`src/sv/ufe_pkg.sv`:
```
`timescale 1ns / 1ps
// ----------------------------------------------------------------------------
// ufe_pkg
// Types, constants and helpers shared by the buffered serial FIFO engine.
// ----------------------------------------------------------------------------
package ufe_pkg;

    localparam int RX_DEPTH = 32;
    localparam int TX_DEPTH = 64;
    localparam int RX_AW    = $clog2(RX_DEPTH);
    localparam int TX_AW    = $clog2(TX_DEPTH);
    localparam int FREE_W   = TX_AW + 1;
    localparam int CMP_W    = 9;
    localparam int CNT_W    = 16;
    localparam int IN_W     = 24;
    localparam int OUT_W    = 56;

    typedef enum logic [1:0] {
        KIND_LINE  = 2'd0,
        KIND_READ  = 2'd1,
        KIND_WRITE = 2'd2,
        KIND_DONE  = 2'd3
    } kind_t;

    typedef enum logic {
        ST_IDLE = 1'b0,
        ST_LOAD = 1'b1
    } state_t;

    // Input transaction payload, lowest field in the lowest bits.
    typedef struct packed {
        logic       block_first;
        logic [5:0] block_length;
        logic [7:0] write_byte;
        logic       line_ninth_bit;
        logic [7:0] line_byte;
    } item_t;

    // Result payload, lowest field in the lowest bits.
    typedef struct packed {
        logic [CNT_W-1:0] tx_drops;
        logic [CNT_W-1:0] rx_drops;
        logic             send_ninth_bit;
        logic [7:0]       send_byte;
        logic             send_valid;
        logic             write_accepted;
        logic [7:0]       read_data;
        logic             read_valid;
    } result_t;

    // What the accept cycle leaves for the result-forming cycle.
    typedef struct packed {
        logic       read_valid;
        logic       write_accepted;
        logic       send_ram;
        logic       send_fwd;
        logic [7:0] fwd_byte;
    } pend_t;

    function automatic logic [RX_AW-1:0] rx_next(input logic [RX_AW-1:0] p);
        return (p == RX_AW'(RX_DEPTH - 1)) ? '0 : p + 1'b1;
    endfunction

    function automatic logic [TX_AW-1:0] tx_next(input logic [TX_AW-1:0] p);
        return (p == TX_AW'(TX_DEPTH - 1)) ? '0 : p + 1'b1;
    endfunction

    function automatic logic [FREE_W-1:0] tx_free(input logic [TX_AW-1:0] wp,
                                                  input logic [TX_AW-1:0] rp);
        logic [FREE_W-1:0] used;
        if (wp >= rp)
        begin
            used = {1'b0, wp} - {1'b0, rp};
        end
        else
        begin
            used = {1'b0, wp} + FREE_W'(TX_DEPTH) - {1'b0, rp};
        end
        return FREE_W'(TX_DEPTH - 1) - used;
    endfunction

    function automatic logic [CNT_W-1:0] sat_inc(input logic [CNT_W-1:0] c);
        return (c == {CNT_W{1'b1}}) ? c : c + 1'b1;
    endfunction

endpackage

```
`src/sv/ufe_ram.sv`:
```
`timescale 1ns / 1ps
// ----------------------------------------------------------------------------
// ufe_ram
// Simple dual-port RAM: one write port, one read port with registered data.
// ----------------------------------------------------------------------------
module ufe_ram #(
    parameter int WIDTH = 8,
    parameter int DEPTH = 32
) (
    input  logic                     clk,
    input  logic                     wen,
    input  logic [$clog2(DEPTH)-1:0] waddr,
    input  logic [WIDTH-1:0]         wdata,
    input  logic [$clog2(DEPTH)-1:0] raddr,
    output logic [WIDTH-1:0]         rdata
);

    logic [WIDTH-1:0] mem [DEPTH];
    logic [WIDTH-1:0] rdata_reg;

    always_ff @(posedge clk)
    begin
        if (wen)
        begin
            mem[waddr] <= wdata;
        end
        rdata_reg <= mem[raddr];
    end

    assign rdata = rdata_reg;

endmodule

```
`src/sv/uart_buffered_fifo_engine_unit.sv`:
```
`timescale 1ns / 1ps
// ----------------------------------------------------------------------------
// uart_buffered_fifo_engine_unit
// Receive and transmit byte rings between a serial line and a host.
// ----------------------------------------------------------------------------
// A taken input transaction moves the block to the load state, in which its result
// is formed into the result register. No new transaction is taken in the load
// state; the registered read of the ring memories needs it. A result that waits for
// the receiver holds off the next input transaction.
// Reset clears pointers, drop counters, the transmitter busy flag, the block
// state and parity_mode; ring contents stay undefined and need no clearing.
module uart_buffered_fifo_engine_unit
    import ufe_pkg::*;
(
    input  logic             clk,
    input  logic             rst_n,
    input  logic             cfg_wen,
    input  logic             cfg_wdata,      // parity_mode
    input  logic             s_axis_tvalid,
    output logic             s_axis_tready,
    input  logic [IN_W-1:0]  s_axis_tdata,   // line_byte, line_ninth_bit, write_byte,
                                             // block_length, block_first
    input  logic [1:0]       s_axis_tuser,   // kind
    output logic             m_axis_tvalid,
    input  logic             m_axis_tready,
    output logic [OUT_W-1:0] m_axis_tdata    // read_valid, read_data, write_accepted,
                                             // send_valid, send_byte, send_ninth_bit,
                                             // rx_drops, tx_drops, zero fill
);

    state_t            state_reg, state_next;
    logic              parity_reg;
    logic [RX_AW-1:0]  rx_wp_reg, rx_wp_next, rx_rp_reg, rx_rp_next;
    logic [TX_AW-1:0]  tx_wp_reg, tx_wp_next, tx_rp_reg, tx_rp_next;
    logic              tx_busy_reg, tx_busy_next;
    logic [CNT_W-1:0]  rx_drop_reg, rx_drop_next, tx_drop_reg, tx_drop_next;
    logic              rejected_reg, rejected_next;
    logic [5:0]        left_reg, left_next;
    pend_t             pend_reg, pend_next;
    result_t           out_reg, out_next;
    logic              out_valid_reg, out_valid_next;

    logic              accept, load_out;
    item_t             item;
    kind_t             kind;
    logic              rx_wen, tx_wen, push, par_bad;
    logic [RX_AW-1:0]  rx_wp_inc;
    logic [FREE_W-1:0] free;
    logic [7:0]        rx_rdata, tx_rdata, send_b;

    assign item   = item_t'(s_axis_tdata);
    assign kind   = kind_t'(s_axis_tuser);
    assign accept = s_axis_tvalid && s_axis_tready;

    ufe_ram #(.WIDTH(8), .DEPTH(RX_DEPTH)) u_rx_ram (
        .clk   (clk),
        .wen   (rx_wen),
        .waddr (rx_wp_reg),
        .wdata (item.line_byte),
        .raddr (rx_rp_reg),
        .rdata (rx_rdata)
    );

    ufe_ram #(.WIDTH(8), .DEPTH(TX_DEPTH)) u_tx_ram (
        .clk   (clk),
        .wen   (tx_wen),
        .waddr (tx_wp_reg),
        .wdata (item.write_byte),
        .raddr (tx_rp_reg),
        .rdata (tx_rdata)
    );

    // Next state.
    always_comb
    begin
        state_next = state_reg;
        unique case (state_reg)
            ST_IDLE: if (accept) state_next = ST_LOAD;
            ST_LOAD: state_next = ST_IDLE;
            default: state_next = ST_IDLE;
        endcase
    end

    // State outputs.
    always_comb
    begin
        s_axis_tready = 1'b0;
        load_out      = 1'b0;
        unique case (state_reg)
            ST_IDLE: s_axis_tready = !out_valid_reg || m_axis_tready;
            ST_LOAD: load_out = 1'b1;
            default: ;
        endcase
    end

    // Ring update on an accepted item. Both rings are read at their read
    // pointers in this cycle; the data arrives in the load cycle.
    always_comb
    begin
        rx_wp_next    = rx_wp_reg;
        rx_rp_next    = rx_rp_reg;
        tx_wp_next    = tx_wp_reg;
        tx_rp_next    = tx_rp_reg;
        tx_busy_next  = tx_busy_reg;
        rx_drop_next  = rx_drop_reg;
        tx_drop_next  = tx_drop_reg;
        rejected_next = rejected_reg;
        left_next     = left_reg;
        pend_next     = '0;
        rx_wen        = 1'b0;
        tx_wen        = 1'b0;
        push          = 1'b0;
        par_bad       = parity_reg && (item.line_ninth_bit != ^item.line_byte);
        rx_wp_inc     = rx_next(rx_wp_reg);
        free          = tx_free(tx_wp_reg, tx_rp_reg);
        if (accept)
        begin
            unique case (kind)
                KIND_LINE:
                begin
                    if (par_bad || rx_wp_inc == rx_rp_reg)
                    begin
                        rx_drop_next = sat_inc(rx_drop_reg);
                    end
                    else
                    begin
                        rx_wen     = 1'b1;
                        rx_wp_next = rx_wp_inc;
                    end
                end
                KIND_READ:
                begin
                    if (rx_rp_reg != rx_wp_reg)
                    begin
                        pend_next.read_valid = 1'b1;
                        rx_rp_next           = rx_next(rx_rp_reg);
                    end
                end
                KIND_WRITE:
                begin
                    if (item.block_first)
                    begin
                        if (CMP_W'(item.block_length) > CMP_W'(free))
                        begin
                            rejected_next = 1'b1;
                            left_next     = '0;
                            tx_drop_next  = sat_inc(tx_drop_reg);
                        end
                        else
                        begin
                            rejected_next            = 1'b0;
                            pend_next.write_accepted = 1'b1;
                            push                     = (item.block_length != '0);
                            left_next = push ? item.block_length - 1'b1 : '0;
                        end
                    end
                    else if (!rejected_reg && left_reg != '0)
                    begin
                        push      = 1'b1;
                        left_next = left_reg - 1'b1;
                    end
                    if (push && free != '0)
                    begin
                        tx_wen     = 1'b1;
                        tx_wp_next = tx_next(tx_wp_reg);
                        // An idle transmitter implies an empty ring, so the
                        // byte just written is the one that goes out.
                        if (!tx_busy_reg)
                        begin
                            pend_next.send_fwd = 1'b1;
                            pend_next.fwd_byte = item.write_byte;
                            tx_rp_next         = tx_next(tx_rp_reg);
                            tx_busy_next       = 1'b1;
                        end
                    end
                end
                KIND_DONE:
                begin
                    if (tx_rp_reg != tx_wp_reg)
                    begin
                        pend_next.send_ram = 1'b1;
                        tx_rp_next         = tx_next(tx_rp_reg);
                        tx_busy_next       = 1'b1;
                    end
                    else
                    begin
                        tx_busy_next = 1'b0;
                    end
                end
                default: ;
            endcase
        end
    end

    // Result forming.
    always_comb
    begin
        send_b         = pend_reg.send_ram ? tx_rdata :
                         (pend_reg.send_fwd ? pend_reg.fwd_byte : 8'h00);
        out_next       = out_reg;
        out_valid_next = out_valid_reg;
        if (load_out)
        begin
            out_next.read_valid     = pend_reg.read_valid;
            out_next.read_data      = pend_reg.read_valid ? rx_rdata : 8'h00;
            out_next.write_accepted = pend_reg.write_accepted;
            out_next.send_valid     = pend_reg.send_ram || pend_reg.send_fwd;
            out_next.send_byte      = send_b;
            out_next.send_ninth_bit = parity_reg && ^send_b;
            out_next.rx_drops       = rx_drop_reg;
            out_next.tx_drops       = tx_drop_reg;
            out_valid_next          = 1'b1;
        end
        else if (m_axis_tready)
        begin
            out_valid_next = 1'b0;
        end
    end

    always_ff @(posedge clk or negedge rst_n)
    begin
        if (!rst_n)
        begin
            state_reg     <= ST_IDLE;
            parity_reg    <= 1'b0;
            rx_wp_reg     <= '0;
            rx_rp_reg     <= '0;
            tx_wp_reg     <= '0;
            tx_rp_reg     <= '0;
            tx_busy_reg   <= 1'b0;
            rx_drop_reg   <= '0;
            tx_drop_reg   <= '0;
            rejected_reg  <= 1'b0;
            left_reg      <= '0;
            out_valid_reg <= 1'b0;
        end
        else
        begin
            state_reg     <= state_next;
            if (cfg_wen)
            begin
                parity_reg <= cfg_wdata;
            end
            rx_wp_reg     <= rx_wp_next;
            rx_rp_reg     <= rx_rp_next;
            tx_wp_reg     <= tx_wp_next;
            tx_rp_reg     <= tx_rp_next;
            tx_busy_reg   <= tx_busy_next;
            rx_drop_reg   <= rx_drop_next;
            tx_drop_reg   <= tx_drop_next;
            rejected_reg  <= rejected_next;
            left_reg      <= left_next;
            out_valid_reg <= out_valid_next;
        end
    end

    always_ff @(posedge clk)
    begin
        pend_reg <= pend_next;
        out_reg  <= out_next;
    end

    assign m_axis_tvalid = out_valid_reg;
    assign m_axis_tdata  = {(OUT_W - $bits(result_t))'(0), out_reg};

    // An idle transmitter always leaves the transmit ring empty.
    a_idle_empty: assert property (@(posedge clk) disable iff (!rst_n)
        !tx_busy_reg |-> (tx_wp_reg == tx_rp_reg))
        else $error("transmit ring holds bytes while the transmitter is idle");

    a_load_after_accept: assert property (@(posedge clk) disable iff (!rst_n)
        accept |=> (state_reg == ST_LOAD))
        else $error("accepted transaction not followed by a load cycle");

    a_load_fills_out: assert property (@(posedge clk) disable iff (!rst_n)
        (state_reg == ST_LOAD) |=> m_axis_tvalid)
        else $error("load cycle did not present a result");

    a_rx_drop_monotonic: assert property (@(posedge clk) disable iff (!rst_n)
        rx_drop_reg >= $past(rx_drop_reg))
        else $error("receive drop counter went backward");

    a_single_send_source: assert property (@(posedge clk) disable iff (!rst_n)
        (state_reg == ST_LOAD) |-> !(pend_reg.send_ram && pend_reg.send_fwd))
        else $error("send taken from memory and forward path at once");

endmodule
```
`config.mk`:
```
export PLATFORM = sky130hd
export DESIGN_NAME = uart_buffered_fifo_engine_unit
export DESIGN_NICKNAME = d
export VERILOG_FILES = /design/src/sv/ufe_pkg.sv /design/src/sv/ufe_ram.sv /design/src/sv/uart_buffered_fifo_engine_unit.sv
export SDC_FILE = /design/constraint.sdc
export NUM_CORES = 1
export LEC_CHECK = 0
export ABC_AREA = 0
export BUFFER_PORTS_ARGS = -buffer_cell sky130_fd_sc_hd__buf_2
export CAP_MARGIN = 20
export CORE_MARGIN = 4
export CORE_UTILIZATION = 45
export CTS_CLUSTER_SIZE = 10
export DETAILED_ROUTE_END_ITERATION = 12
export SYNTH_ARGS = -nofsm -noshare
export SYNTH_HDL_FRONTEND = slang
export SYNTH_SLANG_ARGS = --single-unit
```
`constraint.sdc`:
```
create_clock -name clk -period 5.1 [get_ports clk]
set_clock_uncertainty 0.2 [all_clocks]
set_input_delay 0.765 -clock clk [delete_from_list [all_inputs] [get_ports clk]]
set_output_delay 0.765 -clock clk [all_outputs]
set_load 0.005 [all_outputs]
```
Word-level counts from Yosys, hierarchy flattened
Memories as Yosys holds them, arrays and structs flattened. A register that Yosys moved wholly into a read port is not among the register bits.
Cells that the tools add are included.

operators by class
  add/sub/neg operators = 12
  equality and inequality tests = 16
  reduce and logical (&&, ||, !) cells = 31
  order comparisons = 2
  muxes and demuxes = 43
  bitwise operators = 7

operator list
  cell                                                                 count
  6-bit 2-to-1 mux                                                     9
  16-bit by 1-bit adder with 16-bit output (second input constant)     2
  16-bit == test (second input constant)                               2
  1-bit 2-to-1 mux                                                     25
  3-bit AND reduction                                                  6
  8-bit 2-to-1 mux                                                     2
  8-bit parity                                                         2
  6-bit by 1-bit adder with 6-bit output (second input constant)       2
  6-bit == test (second input constant)                                2
  6-bit one-hot mux with 2 select lines                                1
  6-bit nonzero test                                                   2
  6-bit by 1-bit subtractor with 6-bit output (second input constant)  2
  5-bit by 1-bit adder with 5-bit output (second input constant)       2
  5-bit == test (second input constant)                                2
  5-bit 2-to-1 mux                                                     2
  5-bit AND reduction                                                  2
  9-bit 2-to-1 mux                                                     1
  6-bit by 7-bit adder with 7-bit output (second input constant)       1
  6-bit by 7-bit greater-than comparator with 1-bit output             1
  7-bit 2-to-1 mux                                                     1
  1-bit NOT                                                            7
  7-bit nonzero test                                                   1
  6-bit by 6-bit subtractor with 7-bit output                          1
  6-bit by 7-bit subtractor with 7-bit output (first input constant)   1
  18 further kinds                                                     32

storage, ports and cells
  memory bits (writable) = 768
  flip-flop bits (word level) = 129
  logic and storage cells = 138
  memories = 2
  bits of input ports = 32
  output and inout bits = 58

memories
  name          words  bits a word  rd ports  clocked after Yosys merged registers in  wr ports  line           text
  u_tx_ram.mem  64     8            1         1                                        1         ufe_ram.sv:18  logic [WIDTH-1:0] mem [DEPTH];
  u_rx_ram.mem  32     8            1         1                                        1         ufe_ram.sv:18

Logic depth before layout (Yosys ltp)
  word-level depth = 15
  depth in mapped cells = 21
  gate-level depth less buffers = 16

Hierarchy
A second synthesis with hierarchy kept.

unflattened totals
  cells, all modules = 1,907
  area total of the unflattened synthesis = 36,436.2 um2

by module, submodules not included
  module                          times used  cells an instance  seq. area each (um2)  area an instance (um2)
  ufe_ram at u_tx_ram             1           940                15,534.9              20,166.8
  ufe_ram at u_rx_ram             1           417                7,847.5               10,053.4
  uart_buffered_fifo_engine_unit  1           550                3,428.3               6,216.0

Least setup slack after synthesis
Ideal clock, no wire load.

  kind = reg2reg
  start = register tx_rp_reg[2]
  end = memory u_tx_ram.mem[63][0] (enable)
  required time = 4.530 ns
  setup time = 0.370 ns
  data arrival time = 4.634 ns
  buffers on the path = 4
  path slack = -0.104 ns
  cell stages (with the launch flop) = 21
  period minus slack after synthesis = 5.204 ns
  path through = dfrtp_1 inv_2 buf_1 ha_1 clkbuf_1 a21o_1 o21ai_0 a21boi_0 o41a_1 xnor2_1 ha_1 nand3_1 a21o_1 a21oi_1 a31oi_4 o21ai_2 a31o_4 buf_6 or3_1 buf_6 nor2_1

on the way
  cells in the longest elaborated chain, start to end = 14
  elaborated cells between the ends (all ways) = 17
  classes of those cells = add/sub: 3; order compare: 2; mux: 10; reduce/logical: 2

RTL lines
  what                                                                 line                                   text
  start, declared                                                      uart_buffered_fifo_engine_unit.sv:34   logic [TX_AW-1:0] tx_wp_reg, tx_wp_next, tx_rp_reg, tx_rp_next;
  start signal, assigned                                               uart_buffered_fifo_engine_unit.sv:247  tx_rp_reg <= tx_rp_next;
  7-bit by 6-bit subtractor with 7-bit output (tied with other cells)  ufe_pkg.sv:77                          used = {1'b0, wp} + FREE_W'(TX_DEPTH) - {1'b0, rp};
  7-bit 2-to-1 mux *                                                   ufe_pkg.sv:71                          if (wp >= rp)
  6-bit by 7-bit subtractor with 7-bit output *                        ufe_pkg.sv:79                          return FREE_W'(TX_DEPTH - 1) - used;
  6-bit by 7-bit greater-than comparator with 1-bit output             uart_buffered_fifo_engine_unit.sv:143  if (CMP_W'(item.block_length) > CMP_W'(free))
  1-bit 2-to-1 mux                                                     uart_buffered_fifo_engine_unit.sv:143
  1-bit 2-to-1 mux                                                     uart_buffered_fifo_engine_unit.sv:141  if (item.block_first)
  1-bit 2-to-1 mux                                                     uart_buffered_fifo_engine_unit.sv:118  unique case (kind)
  1-bit 2-to-1 mux                                                     uart_buffered_fifo_engine_unit.sv:116  if (accept)
  1-bit logical AND *                                                  uart_buffered_fifo_engine_unit.sv:162  if (push && free != '0)
  1-bit 2-to-1 mux *                                                   uart_buffered_fifo_engine_unit.sv:162
  1-bit 2-to-1 mux *                                                   uart_buffered_fifo_engine_unit.sv:118
  1-bit 2-to-1 mux *                                                   uart_buffered_fifo_engine_unit.sv:116
  1-bit 2-to-1 mux *                                                   ufe_ram.sv:23                          if (wen)
  1-bit 2-to-1 mux (implied by the code) *                             ufe_ram.sv:25                          mem[waddr] <= wdata;
  end, declared                                                        ufe_ram.sv:18

Mark *: on every way between the ends. The rest lies on a longest branch, timed or not. The select of a mux whose other input is x is not followed.

Worst setup path in the final report
  start = register tx_rp_reg[3]
  end = memory u_tx_ram.mem[36][3] (enable)

The elaborated chain is that of the path after synthesis.

==> out/metrics.cfg <==
[power]
p_leak_nw = 13.57
max-vdd-ir-drop_mv = 0.4798
cellPowerDensity_nw_per_um2 = 495.7

[synth]
synthCells = 1772
yosysUniqueCellTypes = 63
syn_area_um2 = 36090
ys.flop_type = edfxtp_1
synth.area.top_cells = edfxtp_1, mux4_2, dfrtp_1, dfxtp_1, nor2_1
yosysTopAreaCell = edfxtp_1
synth.avg_cell_area_um2 = 20.37
yosys_warnings = 0
synth_seq_cells = 913
async_flop_share_pct = 7.119
synth-edff-count = 820
yosysTopAreaCellShare_pct = 68.22
ys_seq_area_share_pct = 74.28

[layout]
stdcell_count = 3065
regMostFlops = u_tx_ram.mem
postLayoutCellArea_um2 = 41120
syn_to_final_growth_pct = 13.93
final_common_cell = edfxtp_1
drive_gt1_share_pct = 29.29
largest_register_ffs = 512
final_nets = 2025
final_cell_mix = edfxtp_1, mux4_2, nor2_1, clkbuf_16, buf_4

[route]
routed_wl_mm = 79.46
drc = 0
drt_iter0_markers = 1669
route.met2.wl_mm = 37.32
top_layer = met5
wl_per_cell_um = 25.92
m1WireLength_mm = 34.83
dr.pass1.iters = 5
ant_nets = 0
route.met3.wl_mm = 5.630
viasPerCell = 5.681
num_vias = 17410

[placement]
dp_slack_ps = 268.7
dp_hpwl_mm = 49.26
place_area_um2 = 38260
portBuffers = 85
gp_congestion = 0.8133
dp.cells = 2909

[grt]
track_usage_pct = 18.79
grt_pass1_wl_mm = 119.4
gr-total-overflow = 0
grt_pass1_vias = 17930
antenna_found_initial = 1
grt_max_degree = 125

[setup_path]
cp.required_ps = 5180
crit_path_top_delay_cell = or4_1
crit_path_start_kind = flop
end_kind = flop
worst-path-max-fanout = 15
cp.arrival_ps = 4890
crit_chain = inv_1 -> ha_1 -> and3_1 -> o21ai_0 -> o211a_1 -> o41a_1 -> xnor2_1 -> ha_1 -> nand3_1 -> a21o_1 -> a21oi_1 -> a31oi_4 -> o21ai_2 -> a31o_4 -> or4_1 -> buf_4 -> nor2_2
max_stage_delay_ps = 490
r2r_slack_ps = 290
crit_type = reg -> reg
cpMostUsedCell = ha_1

[cts]
clk_pin_slew_ps = 60
clkLatencyLatePin_ps = 660
post_cts_buffers = 0
clockRootBuffer = clkbuf_16
cts_buffers = 102
cts_max_level = 3
tritoncts = yes
numClockSinks = 913
cts_max_path_buffers = 3

[sta]
setup_viol = 0
fin_ws_ps = 292.5
finalCritPeriodShare_pct = 94.27
slew_headroom_pct = 27.06
hold_viol_final = 0
timing.fmax_mhz = 208.0
worstMarginPinSlew_ps = 1094
final-max-slew-violation-count = 0
layout_min_cycle_time_ps = 4808
rsz0062_at_grt = no

[floorplanning]
die_area_um2 = 84810
dieWidth_um = 291.2
num_rows = 103
die_y_um = 291.2
design.core.area_um2 = 79260
start_util_pct = 45.54
ios = 90

[job]
maxCapViolCount = 0

[min_path]
hold_path.class = in -> async

[status]
status = complete, no violations

cells by family (layout without fill, tap and decap cells):
kind of cell	after synthesis	count (layout)	share of synthesized area, %
compound gates	81	81	1.588
xor+xnor	66	66	1.678
fa+ha+maj	29	29	1.026
buf+inv	119	358	1.324
flops	913	913	74.28
mux	269	269	16.12
other cells	1	5	0.01039
simple gates	294	294	3.976
synthesized netlist by cell type (3+ instances only):
library cell and count:
ha_1 28, or4_1 6, nor2b_1 3, inv_1 24, o21ai_0 14, and3_1 16, a21o_1 7, a31oi_1 5
mux2_2 18, clkbuf_1 61, a21oi_1 18, edfxtp_1 820, and4_1 3, dfxtp_1 28, nand2b_1 6, nand4_1 13
and2_1 20, or3_1 7, a22o_1 7, nand3_1 24, nand2_1 33, mux2i_1 3, dfrtp_1 65, xor2_1 21
a21boi_0 3, buf_1 25, nand3b_1 7, nor2_1 132, mux4_2 248, xnor2_1 43, nor3b_1 5, nor3_1 11
a211oi_1 3, buf_4 4, o211ai_1 4
through the flow:
stage	setup TNS, ps	total power, mW	hold slack, ps	utilization, %
floorplan	-28480	12.44	185.5	-
global placement	0	14.11	198.7	48.28
detailed placement	0	14.14	195.6	48.28
CTS	0	20.58	33.72	51.87
global route	0	21.27	88.67	51.89
finish	0	20.38	35.71	51.89
worst paths after layout:
check	from	depth (start not counted)	to
worst max-delay path	tx_rp_reg[3]	17	u_tx_ram.mem[36][3]
worst min-delay path	rst_n	1	rejected_reg
worst max register to register	tx_rp_reg[3]	17	u_tx_ram.mem[36][3]
worst min register to register	pend_reg[10]	0	m_axis_tdata[9]
max in group asynchronous	rst_n	2	rx_rp_reg[0]
min in group clk	cfg_wdata	2	parity_reg
layout make-up:
| cell class | count | area, um^2 |
|---|---|---|
| Fill cell | 6192 | 38130 |
| Clock inverter | 8 | 133.9 |
| Tap cell | 1050 | 1314 |
| Inverter | 26 | 97.59 |
| Timing Repair Buffer | 178 | 1166 |
| Multi-Input combinational cell | 743 | 8867 |
| Antenna cell | 1 | 2.502 |
| Sequential cell | 913 | 26820 |
| Clock buffer | 146 | 2718 |
where the power goes:
group          internal, mW  total (mW)  switching (mW)
Combinational          2.59        5.35            2.75
Clock                  3.70        6.43            2.73
Sequential             8.41        8.61           0.191
per-layer routing:
metal	vias to the layer above	track usage, %
met2	605	28.76
li1	7545	-
met4	2	4.727
met3	105	4.318
met1	9154	27.60
met5	-	0.8508
what timing repair did:
action / CTS / global route
gates resized for setup: 0 / 1
endpoints found under the setup margin: 0 / 8
endpoints found under the hold margin: 0 / 0
hold buffers: 0 / 0
critical path: cells and delay by family, from the launching register on:
kind / cells / cell delay, ps
simple gates: 4 / 1190
compound gates: 8 / 1550
xor+xnor: 1 / 220
flops: 1 / 340
buf+inv: 2 / 280
fa+ha+maj: 2 / 670
Power figures use the tool's default switching activity.
